===== src/rtl/core/bff_pkg.sv =====
// ----------------------------------------------------------------------------
// Bloom filter package
// Widths, constants and state codes of the four-hash Bloom filter.
// ----------------------------------------------------------------------------
package bff_pkg;

  localparam int unsigned MaxBitsDefault = 1024;

  // size register and hash values
  localparam int unsigned SizeW = 11;
  localparam int unsigned CharW = 8;
  // remainder holds one shifted-in bit above the modulus
  localparam int unsigned RemW  = SizeW + 1;
  // widest pre-reduction value: first-char hash term
  localparam int unsigned ProdW = 20;
  // bits of the dividend retired per reduction cycle
  localparam int unsigned DigitW = 4;
  localparam int unsigned Passes = ProdW / DigitW;
  localparam int unsigned CntW   = 3;

  typedef logic [SizeW-1:0] size_t;
  typedef logic [ProdW-1:0] prod_t;

  localparam size_t SizeReset    = size_t'(100);
  localparam size_t SumReset     = size_t'(0);
  localparam size_t PolyReset    = size_t'(1);
  localparam size_t Mul31Reset   = size_t'(7);
  localparam size_t FirstReset   = size_t'(3);
  localparam size_t PowerReset   = size_t'(1);

  localparam int unsigned Pow19Base = 19;
  localparam int unsigned Mul31Base = 31;
  localparam int unsigned Pow7Base  = 7;
  localparam int unsigned FirstShift = 3;

  // reduction lanes
  localparam int unsigned NumLanes  = 6;
  localparam int unsigned LaneSum   = 0;
  localparam int unsigned LanePoly  = 1;
  localparam int unsigned LanePow19 = 2;
  localparam int unsigned LaneMul31 = 3;
  localparam int unsigned LaneFirst = 4;
  localparam int unsigned LanePow7  = 5;

  localparam logic OpInsert = 1'b0;
  localparam logic OpLookup = 1'b1;

  localparam logic [2:0] StClear  = 3'd0;
  localparam logic [2:0] StIdle   = 3'd1;
  localparam logic [2:0] StReduce = 3'd2;
  localparam logic [2:0] StRead   = 3'd3;
  localparam logic [2:0] StWrite  = 3'd4;
  localparam logic [2:0] StDone   = 3'd5;

endpackage


===== src/rtl/core/bloom_filter_four_hash.sv =====
// ----------------------------------------------------------------------------
// Four-hash Bloom filter
// Keys arrive one character per transfer; four running hashes are reduced
// modulo the configured size and tested against a one-bit-wide store.
// ----------------------------------------------------------------------------
// channel   direction  handshake               payload
// command   in         start / busy            operation_i, char_code_i, last_char_i
// result    out        done_o (strobe)         maybe_present_o, was_inserted_o, index_*_o
// config    in         cfg_valid_i/cfg_ready_o cfg_data_i (table size)
//
// A character's products are formed and registered on acceptance, then its
// remainder is reduced in StReduce (4 bits per cycle over 20-bit values, six lanes).
// A last character then passes through the store reads in StRead, the writes
// in StWrite when an insert finds the key absent, and the result in StDone.
// After reset a clearing pass zeroes every bit of the store, busy high.
// Results are shown for one cycle; the receiver cannot stall.
// ----------------------------------------------------------------------------
module bloom_filter_four_hash
  import bff_pkg::*;
#(
  parameter  int unsigned MAX_BITS = MaxBitsDefault,
  localparam int unsigned IdxW     = $clog2(MAX_BITS)
) (
  input  logic             clk_i,
  input  logic             rst_ni,
  input  logic             start,
  output logic             busy,
  input  logic             operation_i,
  input  logic [CharW-1:0] char_code_i,
  input  logic             last_char_i,
  output logic             done_o,
  output logic             maybe_present_o,
  output logic             was_inserted_o,
  output logic [IdxW-1:0]  index_sum_o,
  output logic [IdxW-1:0]  index_pow19_o,
  output logic [IdxW-1:0]  index_mul31_o,
  output logic [IdxW-1:0]  index_first_o,
  input  logic             cfg_valid_i,
  output logic             cfg_ready_o,
  input  logic [SizeW-1:0] cfg_data_i
);

  function automatic logic [RemW-1:0] rem_digit(input logic [RemW-1:0]   r_in,
                                                input logic [DigitW-1:0] dig,
                                                input size_t             m);
    logic [RemW-1:0] r;
    r = r_in;
    for (int j = DigitW - 1; j >= 0; j--) begin
      r = {r[RemW-2:0], dig[j]};
      if (r >= {1'b0, m}) begin
        r = r - {1'b0, m};
      end
    end
    return r;
  endfunction

  // hash values are reduced modulo the clamped size, so they stay below MAX_BITS
  function automatic logic [IdxW-1:0] to_idx(input size_t h);
    logic [SizeW+IdxW-1:0] e;
    e = {{IdxW{1'b0}}, h};
    return e[IdxW-1:0];
  endfunction

  logic [2:0]       state_q, state_d;
  logic [CntW-1:0]  cnt_q, cnt_d;
  logic [IdxW-1:0]  clr_q;
  size_t            ts_q, m_eff, m_q;
  logic             op_q, last_q;
  logic             mid_q, present_q, ins_q;
  logic [CharW-1:0] fc_q, fc_in;
  size_t            sum_q, pol_q, m31_q, fch_q, p19_q, p7_q;

  prod_t            x_q   [NumLanes];
  prod_t            x_in  [NumLanes];
  logic [RemW-1:0]  rem_q [NumLanes];
  logic [RemW-1:0]  rem_d [NumLanes];

  logic             accept, red_last, present_fin;
  size_t            hsel;

  logic             mem_q [MAX_BITS];
  logic             rd_q;
  logic             mem_we, mem_wdata;
  logic [IdxW-1:0]  mem_addr;

  assign accept      = start && !busy;
  assign busy        = (state_q != StIdle);
  assign cfg_ready_o = 1'b1;
  assign red_last    = (cnt_q == CntW'(Passes - 1));
  assign present_fin = present_q & rd_q;

  always_comb begin
    m_eff = ts_q;
    if (ts_q == '0) begin
      m_eff = size_t'(1);
    end else if (32'(ts_q) > MAX_BITS) begin
      m_eff = size_t'(MAX_BITS);
    end
  end

  // products for one character
  always_comb begin
    fc_in               = mid_q ? fc_q : char_code_i;
    x_in[LaneSum]       = prod_t'(sum_q) + prod_t'(char_code_i);
    x_in[LanePoly]      = prod_t'(pol_q) + prod_t'(p19_q) * prod_t'(char_code_i);
    x_in[LanePow19]     = prod_t'(p19_q) * prod_t'(Pow19Base);
    x_in[LaneMul31]     = prod_t'(m31_q) * prod_t'(Mul31Base) + prod_t'(char_code_i);
    x_in[LaneFirst]     = (prod_t'(fch_q) << FirstShift) + prod_t'(fc_in) * prod_t'(p7_q);
    x_in[LanePow7]      = prod_t'(p7_q) * prod_t'(Pow7Base);
  end

  always_comb begin
    for (int k = 0; k < NumLanes; k++) begin
      rem_d[k] = rem_digit(rem_q[k], x_q[k][ProdW-1 -: DigitW], m_q);
    end
  end

  always_comb begin
    case (cnt_q[1:0])
      2'd0:    hsel = sum_q;
      2'd1:    hsel = pol_q;
      2'd2:    hsel = m31_q;
      default: hsel = fch_q;
    endcase
  end

  always_comb begin
    state_d   = state_q;
    cnt_d     = cnt_q;
    mem_we    = 1'b0;
    mem_wdata = 1'b0;
    mem_addr  = to_idx(hsel);
    unique case (state_q)
      StClear: begin
        mem_we   = 1'b1;
        mem_addr = clr_q;
        if (clr_q == IdxW'(MAX_BITS - 1)) begin
          state_d = StIdle;
        end
      end
      StIdle: begin
        if (accept) begin
          state_d = StReduce;
          cnt_d   = '0;
        end
      end
      StReduce: begin
        cnt_d = cnt_q + 1'b1;
        if (red_last) begin
          cnt_d   = '0;
          state_d = last_q ? StRead : StIdle;
        end
      end
      StRead: begin
        // reads issued at counts 0..3, data consumed at counts 1..4
        cnt_d = cnt_q + 1'b1;
        if (cnt_q == CntW'(4)) begin
          cnt_d   = '0;
          state_d = (op_q == OpInsert && !present_fin) ? StWrite : StDone;
        end
      end
      StWrite: begin
        mem_we    = 1'b1;
        mem_wdata = 1'b1;
        cnt_d     = cnt_q + 1'b1;
        if (cnt_q == CntW'(3)) begin
          state_d = StDone;
        end
      end
      StDone: begin
        state_d = StIdle;
      end
      default: begin
        state_d = StIdle;
      end
    endcase
  end

  always_ff @(posedge clk_i or negedge rst_ni) begin
    if (!rst_ni) begin
      state_q   <= StClear;
      cnt_q     <= '0;
      clr_q     <= '0;
      ts_q      <= SizeReset;
      mid_q     <= 1'b0;
      present_q <= 1'b1;
      ins_q     <= 1'b0;
      fc_q      <= '0;
      sum_q     <= SumReset;
      pol_q     <= PolyReset;
      m31_q     <= Mul31Reset;
      fch_q     <= FirstReset;
      p19_q     <= PowerReset;
      p7_q      <= PowerReset;
    end else begin
      state_q <= state_d;
      cnt_q   <= cnt_d;
      if (cfg_valid_i && cfg_ready_o) begin
        ts_q <= cfg_data_i;
      end
      if (state_q == StClear) begin
        clr_q <= clr_q + 1'b1;
      end
      if (accept) begin
        mid_q <= 1'b1;
        if (!mid_q) begin
          fc_q <= char_code_i;
        end
      end
      if (state_q == StReduce && red_last) begin
        sum_q     <= rem_d[LaneSum][SizeW-1:0];
        pol_q     <= rem_d[LanePoly][SizeW-1:0];
        p19_q     <= rem_d[LanePow19][SizeW-1:0];
        m31_q     <= rem_d[LaneMul31][SizeW-1:0];
        fch_q     <= rem_d[LaneFirst][SizeW-1:0];
        p7_q      <= rem_d[LanePow7][SizeW-1:0];
        present_q <= 1'b1;
        ins_q     <= 1'b0;
      end
      if (state_q == StRead && cnt_q != '0) begin
        present_q <= present_fin;
        if (cnt_q == CntW'(4)) begin
          ins_q <= (op_q == OpInsert) && !present_fin;
        end
      end
      if (state_q == StDone) begin
        mid_q <= 1'b0;
        fc_q  <= '0;
        sum_q <= SumReset;
        pol_q <= PolyReset;
        m31_q <= Mul31Reset;
        fch_q <= FirstReset;
        p19_q <= PowerReset;
        p7_q  <= PowerReset;
      end
    end
  end

  // reduction datapath, no reset needed
  always_ff @(posedge clk_i) begin
    if (accept) begin
      m_q    <= m_eff;
      op_q   <= operation_i;
      last_q <= last_char_i;
      for (int k = 0; k < NumLanes; k++) begin
        x_q[k]   <= x_in[k];
        rem_q[k] <= '0;
      end
    end else if (state_q == StReduce) begin
      for (int k = 0; k < NumLanes; k++) begin
        x_q[k]   <= x_q[k] << DigitW;
        rem_q[k] <= rem_d[k];
      end
    end
  end

  // bit store: one write port, one registered read port
  always_ff @(posedge clk_i) begin
    if (mem_we) begin
      mem_q[mem_addr] <= mem_wdata;
    end
    rd_q <= mem_q[mem_addr];
  end

  assign done_o          = (state_q == StDone);
  assign maybe_present_o = present_q;
  assign was_inserted_o  = ins_q;
  assign index_sum_o     = to_idx(sum_q);
  assign index_pow19_o   = to_idx(pol_q);
  assign index_mul31_o   = to_idx(m31_q);
  assign index_first_o   = to_idx(fch_q);

endmodule


===== config.mk =====
export PLATFORM = sky130hd
export DESIGN_NAME = bloom_filter_four_hash
export DESIGN_NICKNAME = d
export VERILOG_FILES = /design/src/rtl/core/bff_pkg.sv /design/src/rtl/core/bloom_filter_four_hash.sv
export SDC_FILE = /design/constraint.sdc
export NUM_CORES = 2
export LEC_CHECK = 0
export BUFFER_PORTS_ARGS = -buffer_cell sky130_fd_sc_hd__buf_2
export CAP_MARGIN = 20
export CORE_UTILIZATION = 30
export DETAILED_ROUTE_END_ITERATION = 12
export PLACE_DENSITY = 0.47
export SETUP_SLACK_MARGIN = 0.15
export SKIP_CTS_REPAIR_TIMING = 1
export SLEW_MARGIN = 20
export SYNTH_ARGS = -nofsm -noshare
export SYNTH_HDL_FRONTEND = slang
export SYNTH_SLANG_ARGS = --single-unit

===== constraint.sdc =====
create_clock -name clk_i -period 29.3 [get_ports clk_i]
set_input_delay 0 -clock clk_i [delete_from_list [all_inputs] [get_ports clk_i]]
set_output_delay 0 -clock clk_i [all_outputs]
set_load 0.1 [all_outputs]

# Yosys cells after proc, flatten, opt, wreduce, memory -nomap -nowiden

Memories as Yosys holds them, arrays and structs flattened. A register that Yosys moved wholly into a read port is not among the register bits.
Index checks and enable logic that the tools add are counted.

Add/subtract/negate cells: 30
Multiply operators: 5
Magnitude comparators: 25
Equal/unequal tests: 16
Mux-type cells: 81
Bitwise operators: 14
Reduce and logical (&&, ||, !) cells: 19

Operators by type and width:

| operator              | count |
|---|---|
| $mux 11               | 31 |
| $ge 12x11->1          | 24 |
| $sub 11x11->11        | 18 |
| $mux 12               | 12 |
| $mux 20               | 6 |
| $sub 12x11->12        | 6 |
| $mul 11x5->16 const B | 2 |
| $pmux 10 s3           | 1 |
| $mux 8                | 3 |
| $mux 3                | 7 |
| $add 11x19->20        | 1 |
| $add 14x19->20        | 1 |
| $mul 11x8->19         | 1 |
| $mul 8x11->19         | 1 |
| $add 16x8->17         | 1 |
| $mux 1                | 17 |
| $pmux 3 s5            | 1 |
| $mul 11x3->14 const B | 1 |
| $add 11x8->12         | 1 |
| $or 1x1->1            | 12 |
| $gt 11x11->1 const B  | 1 |
| $logic_not 11->1      | 1 |
| $add 10x1->10 const B | 1 |
| $eq 10x10->1 const B  | 1 |
| 22 further kinds      | 39 |

Bits in registers: 117
Memory bits (writable): 1,216
Output and inout port bits: 45
Word-level logic and storage cells: 211
Memories kept: 3

Memories:

| memory | words | width | read ports | clocked after Yosys merged registers in | wr ports | RTL line                     | RTL |
|---|---|---|---|---|---|---|---|
| mem_q  | 1,024 | 1     | 1          | 1                                       | 1        | bloom_filter_four_hash.sv:81 | `logic mem_q [MAX_BITS];` |
| x_q    | 6     | 20    | 6          | 0                                       | 6        | bloom_filter_four_hash.sv:73 | `prod_t x_q [NumLanes];` |
| rem_q  | 6     | 12    | 6          | 0                                       | 6        | bloom_filter_four_hash.sv:75 | `logic [RemW-1:0] rem_q [NumLanes];` |

# Logic depth before layout (Yosys ltp)

An unclocked memory read counts as a cell.

Depth in word-level cells: 11
Depth in mapped cells: 47
Mapped depth without buffers: 44

# Least setup slack after synthesis

Ideal clock, no wire load.

Path type: register -> register
From: register state_q[0]
To: memory mem_q[0], data pin
Library setup time: 4,971 ps
Arrival: 24,484 ps
Data required time: 24,329 ps
Slack: -154 ps
Stages on the path, launching flop included: 5
Buffers on the path: 2
Path through: dfrtp_1 > buf_2 > or2_2 > clkbuf_1 > nor2_1

Word-level cells in the longest chain between the ends: 2

RTL lines:

| element                  | RTL line                      | RTL |
|---|---|---|
| start: declaration       | bloom_filter_four_hash.sv:64  | `logic [2:0] state_q, state_d;` |
| start signal: assignment | bloom_filter_four_hash.sv:181 | `state_q <= StClear;` |
| start signal: assignment | bloom_filter_four_hash.sv:196 | `state_q <= state_d;` |
| $eq 3x3->1               | bloom_filter_four_hash.sv:133 | `unique case (state_q)` |
| $mux 1                   | bloom_filter_four_hash.sv:133 |  |
| net mem_wdata            | bloom_filter_four_hash.sv:83  | `logic mem_we, mem_wdata;` |
| end: declaration         | bloom_filter_four_hash.sv:81  |  |

The timed path passes the listed nets, and every way through them passes these cells.

==> run summary <==
Synthesis produced 8673 cells. Of all flip-flops after synthesis, the portion carrying an async set or reset was 7.83%. First-pass GRT wire length: 449000 um. TritonCTS built the clock tree.

Number of antenna violations at the first check in global routing: 8. The most instantiated flip-flop cell in the synthesis netlist is sky130_fd_sc_hd__edfxtp_1. The worst pin sits at a relative slew slack of 21.9%.

Leaving out fill and tap cells, the most frequent cells in the layout are 1249 x sky130_fd_sc_hd__nor2_1, 1203 x sky130_fd_sc_hd__edfxtp_1, 1060 x sky130_fd_sc_hd__nand2_1, 487 x sky130_fd_sc_hd__inv_1, 430 x sky130_fd_sc_hd__ha_1. Summed over all nets, the half-perimeter wirelength after detailed placement is 184000 um. The number of hold violations in the final report was 0; the chip width was 530 um.

The synthesized design contains 1203 enable-type register cells. For this run, the detailed router's first-pass iteration total came to 8. The cell sitting at the root of the clock tree is a sky130_fd_sc_hd__clkbuf_16. Counting along the longest clock path gives a buffer depth of 3. Derived from the worst setup path, the maximum achievable clock frequency is 0.0852 GHz.

The worst endpoint required time was 29.79 ns; the aggregate global-route resource usage was 21.5%. After detailed routing, the average wire length per cell comes to 25.0 um. The flip-flop and latch count after synthesis is 1328.

The overall routed net length is 308000 um, and the total negative slack is 0 ns. The H-tree was split into 4 levels. Summing all multi-input logic gate instances after layout gives 0.0402 mm2. The worst setup path is of the flop to flop kind. During synthesis, Yosys emitted a total of 0 warnings. For the total number of clock tree sinks, the log shows 1328. Data on the critical path arrives at its endpoint at 12.23 ns.

The tool flagged a number of max-cap violations equal to 0. The worst setup path is launched from a flop. Count of standard-cell rows: 193.

Entering global routing, the biggest net connects 253 pins. The logs give 46.8% for the share of the yosys chip area belonging to registers and 0.863 for the weighted congestion reported at the end of routability-driven placement. In this design, the stage delay of the slowest critical-path cell is 0.73 ns. The final number of max-transition violations came out at 0. The run gives 65100 as the number of global-route vias before repair. Setup repair after global routing left no endpoint under its margin. The cell repeated most along the worst path was sky130_fd_sc_hd__o21ai_0. The number of nets in the synthesized netlist is 9337. Among all stages on the critical path, the largest delay is contributed by sky130_fd_sc_hd__a221oi_4. Summing all flip-flop and latch instances after layout gives 0.0392 mm2. The worst hold path class was input pin to flop.

In this run the worst path has a maximum fanout of 18. After global routing the overflow that remains totals 0. In this run the vertical extent of the chip is 530 um. The number of fill cells was 28500. The final setup skew was 0.100 ns; the clock transition time at the flip-flop clock pins of the worst setup and hold paths was 0.06 ns. The remaining design rule violation count is 0, and the violation count after the first detailed-route iteration is 7203. The quantity of I/O buffers inserted on ports works out to 68. The die area was 0.281 mm2; the final critical-path required period was 11.73 ns. At the pin with the least slew margin, the transition time is 1.17 ns.

The count of distinct cell types in the synthesized netlist came out at 99. The final cycle utilization of the critical path was 40.0%. The tools report the total clock buffers created by CTS as 161. The library cell used most frequently in the layout, excluding fill and tap cells, is sky130_fd_sc_hd__nor2_1. The tools report the type of destination of the critical path as a flop.

The core footprint was 0.277 mm2. From synthesis to final layout, the design area changed by 11.7%. For this configuration, the core starts out at a cell density of 30.2%.

The fraction of final layout cells with drive strength greater than 1 was 8.05%. Final hold analysis gives a worst-case slack of 0.0627 ns. In this run the remaining antenna-violating nets after routing total 0. Number of endpoints failing setup at the final stage: 0. 70 I/O pins were placed.

After detailed routing, the number of vias per cell comes to 5.49. The flow ran to the end, and the final reports show no timing, DRC or antenna violations. The tools report the number of nets at the end of the flow as 9126.

Detailed routing inserted a total of 67500 vias. Area of the mapped netlist: 0.0836 mm2. At the later pin of the worst-skew pair, clock insertion delay measures 0.86 ns. The average instance in the mapped netlist occupies 9.64 um2.
stage by stage:
step	worst slack (ns)	area (um2)	util, %	std cells
after floorplan	10.95	83600	-	8673
after global routing	16.74	93400	33.7	12300
final	17.57	93400	33.7	12300
after detailed placement	17.73	87600	31.7	12000
after CTS	17.70	92800	33.5	12300
after global placement	17.99	87600	31.7	12000
cell usage after synthesis, types with 98 or more instances:
cell type,number,area (um2)
sky130_fd_sc_hd__a211oi_1,98,736
sky130_fd_sc_hd__a21oi_1,365,1830
sky130_fd_sc_hd__and3_1,154,963
sky130_fd_sc_hd__buf_1,155,582
sky130_fd_sc_hd__buf_2,137,686
sky130_fd_sc_hd__clkbuf_1,322,1210
sky130_fd_sc_hd__edfxtp_1,1203,36100
sky130_fd_sc_hd__fa_1,209,4180
sky130_fd_sc_hd__ha_1,430,5380
sky130_fd_sc_hd__inv_1,488,1830
sky130_fd_sc_hd__nand2_1,1119,4200
sky130_fd_sc_hd__nand3_1,419,2100
sky130_fd_sc_hd__nor2_1,1264,4740
sky130_fd_sc_hd__nor3_1,177,886
sky130_fd_sc_hd__o21ai_0,327,1640
sky130_fd_sc_hd__xnor2_1,146,1280
critical path: cells and delay by family (launching register included):
kind	cells	cell delay [ns]
adder cells (fa/ha/maj)	4	1.49
AO/OA/AOI/OAI	24	6.19
multiplexers	3	1.19
AND/OR/NAND/NOR	7	1.28
buffers and inverters	4	0.83
flip-flops	1	0.37
final timing paths:
kind | from | to | slack, ns | cells past startpoint
worst min register to register | x_q[1][2]$_SDFFE_PP0P_ | x_q[1][2]$_SDFFE_PP0P_ | 0.46 | 2
worst max-delay path | m_q[5]$_SDFFCE_PP0P_ | rem_q[4][7]$_SDFFCE_PN0P_ | 17.57 | 42
worst max register to register | m_q[5]$_SDFFCE_PP0P_ | rem_q[4][7]$_SDFFCE_PN0P_ | 17.57 | 42
max in group asynchronous | rst_ni | fc_q[2]$_DFFE_PN0P_ | 27.93 | 4
worst min-delay path | char_code_i[2] | fc_q[2]$_DFFE_PN0P_ | 0.06 | 4
min in group asynchronous | rst_ni | ts_q[6]$_DFFE_PN1P_ | 0.36 | 3
metal layers:
metal	share of wire, %	vias to the layer above	GRT usage, %
li1	-	30400	-
met1	44	34300	29.7
met2	46	2453	34.5
met3	7.3	432	3.50
met4	2.6	0	5.86
met5	0	-	0
registers in the layout, summed over array words and instances (netlist names), 3 cells and up:
signal	flops
state_q	3
x_q	120
ts_q	11
mem_q	1024
p7_q	11
clr_q	10
pol_q	11
cnt_q	3
fc_q	8
fch_q	11
rem_q	66
p19_q	11
m31_q	11
m_q	11
sum_q	11
area by class of cell:
class                      count  share of cell area, %
clock buffer                 221                   4.68
clock inverter                73                  0.900
timing repair buffer         288                   2.47
multi-input combinational   6194                   43.1
tap                         3705                   4.96
sequential                  1328                   41.9
antenna                        8                 0.0214
inverter                     489                   1.97
logic make-up (layout without fill, tap and decap cells):
family          count (synthesis)  after routing  share of synthesized area (%)
xor+xnor                      224            224                           2.35
flops                        1328           1328                           46.8
simple gates                 3529           3529                           18.5
compound gates               1633           1633                           13.2
fa+ha+maj                     639            639                           11.4
buf+inv                      1151           1071                           5.60
mux                           168            168                           2.16
other cells                     1              9                        0.00448
Power is not shown: default switching activity piles up to over one toggle a cycle in this logic, so the estimate is an artifact.
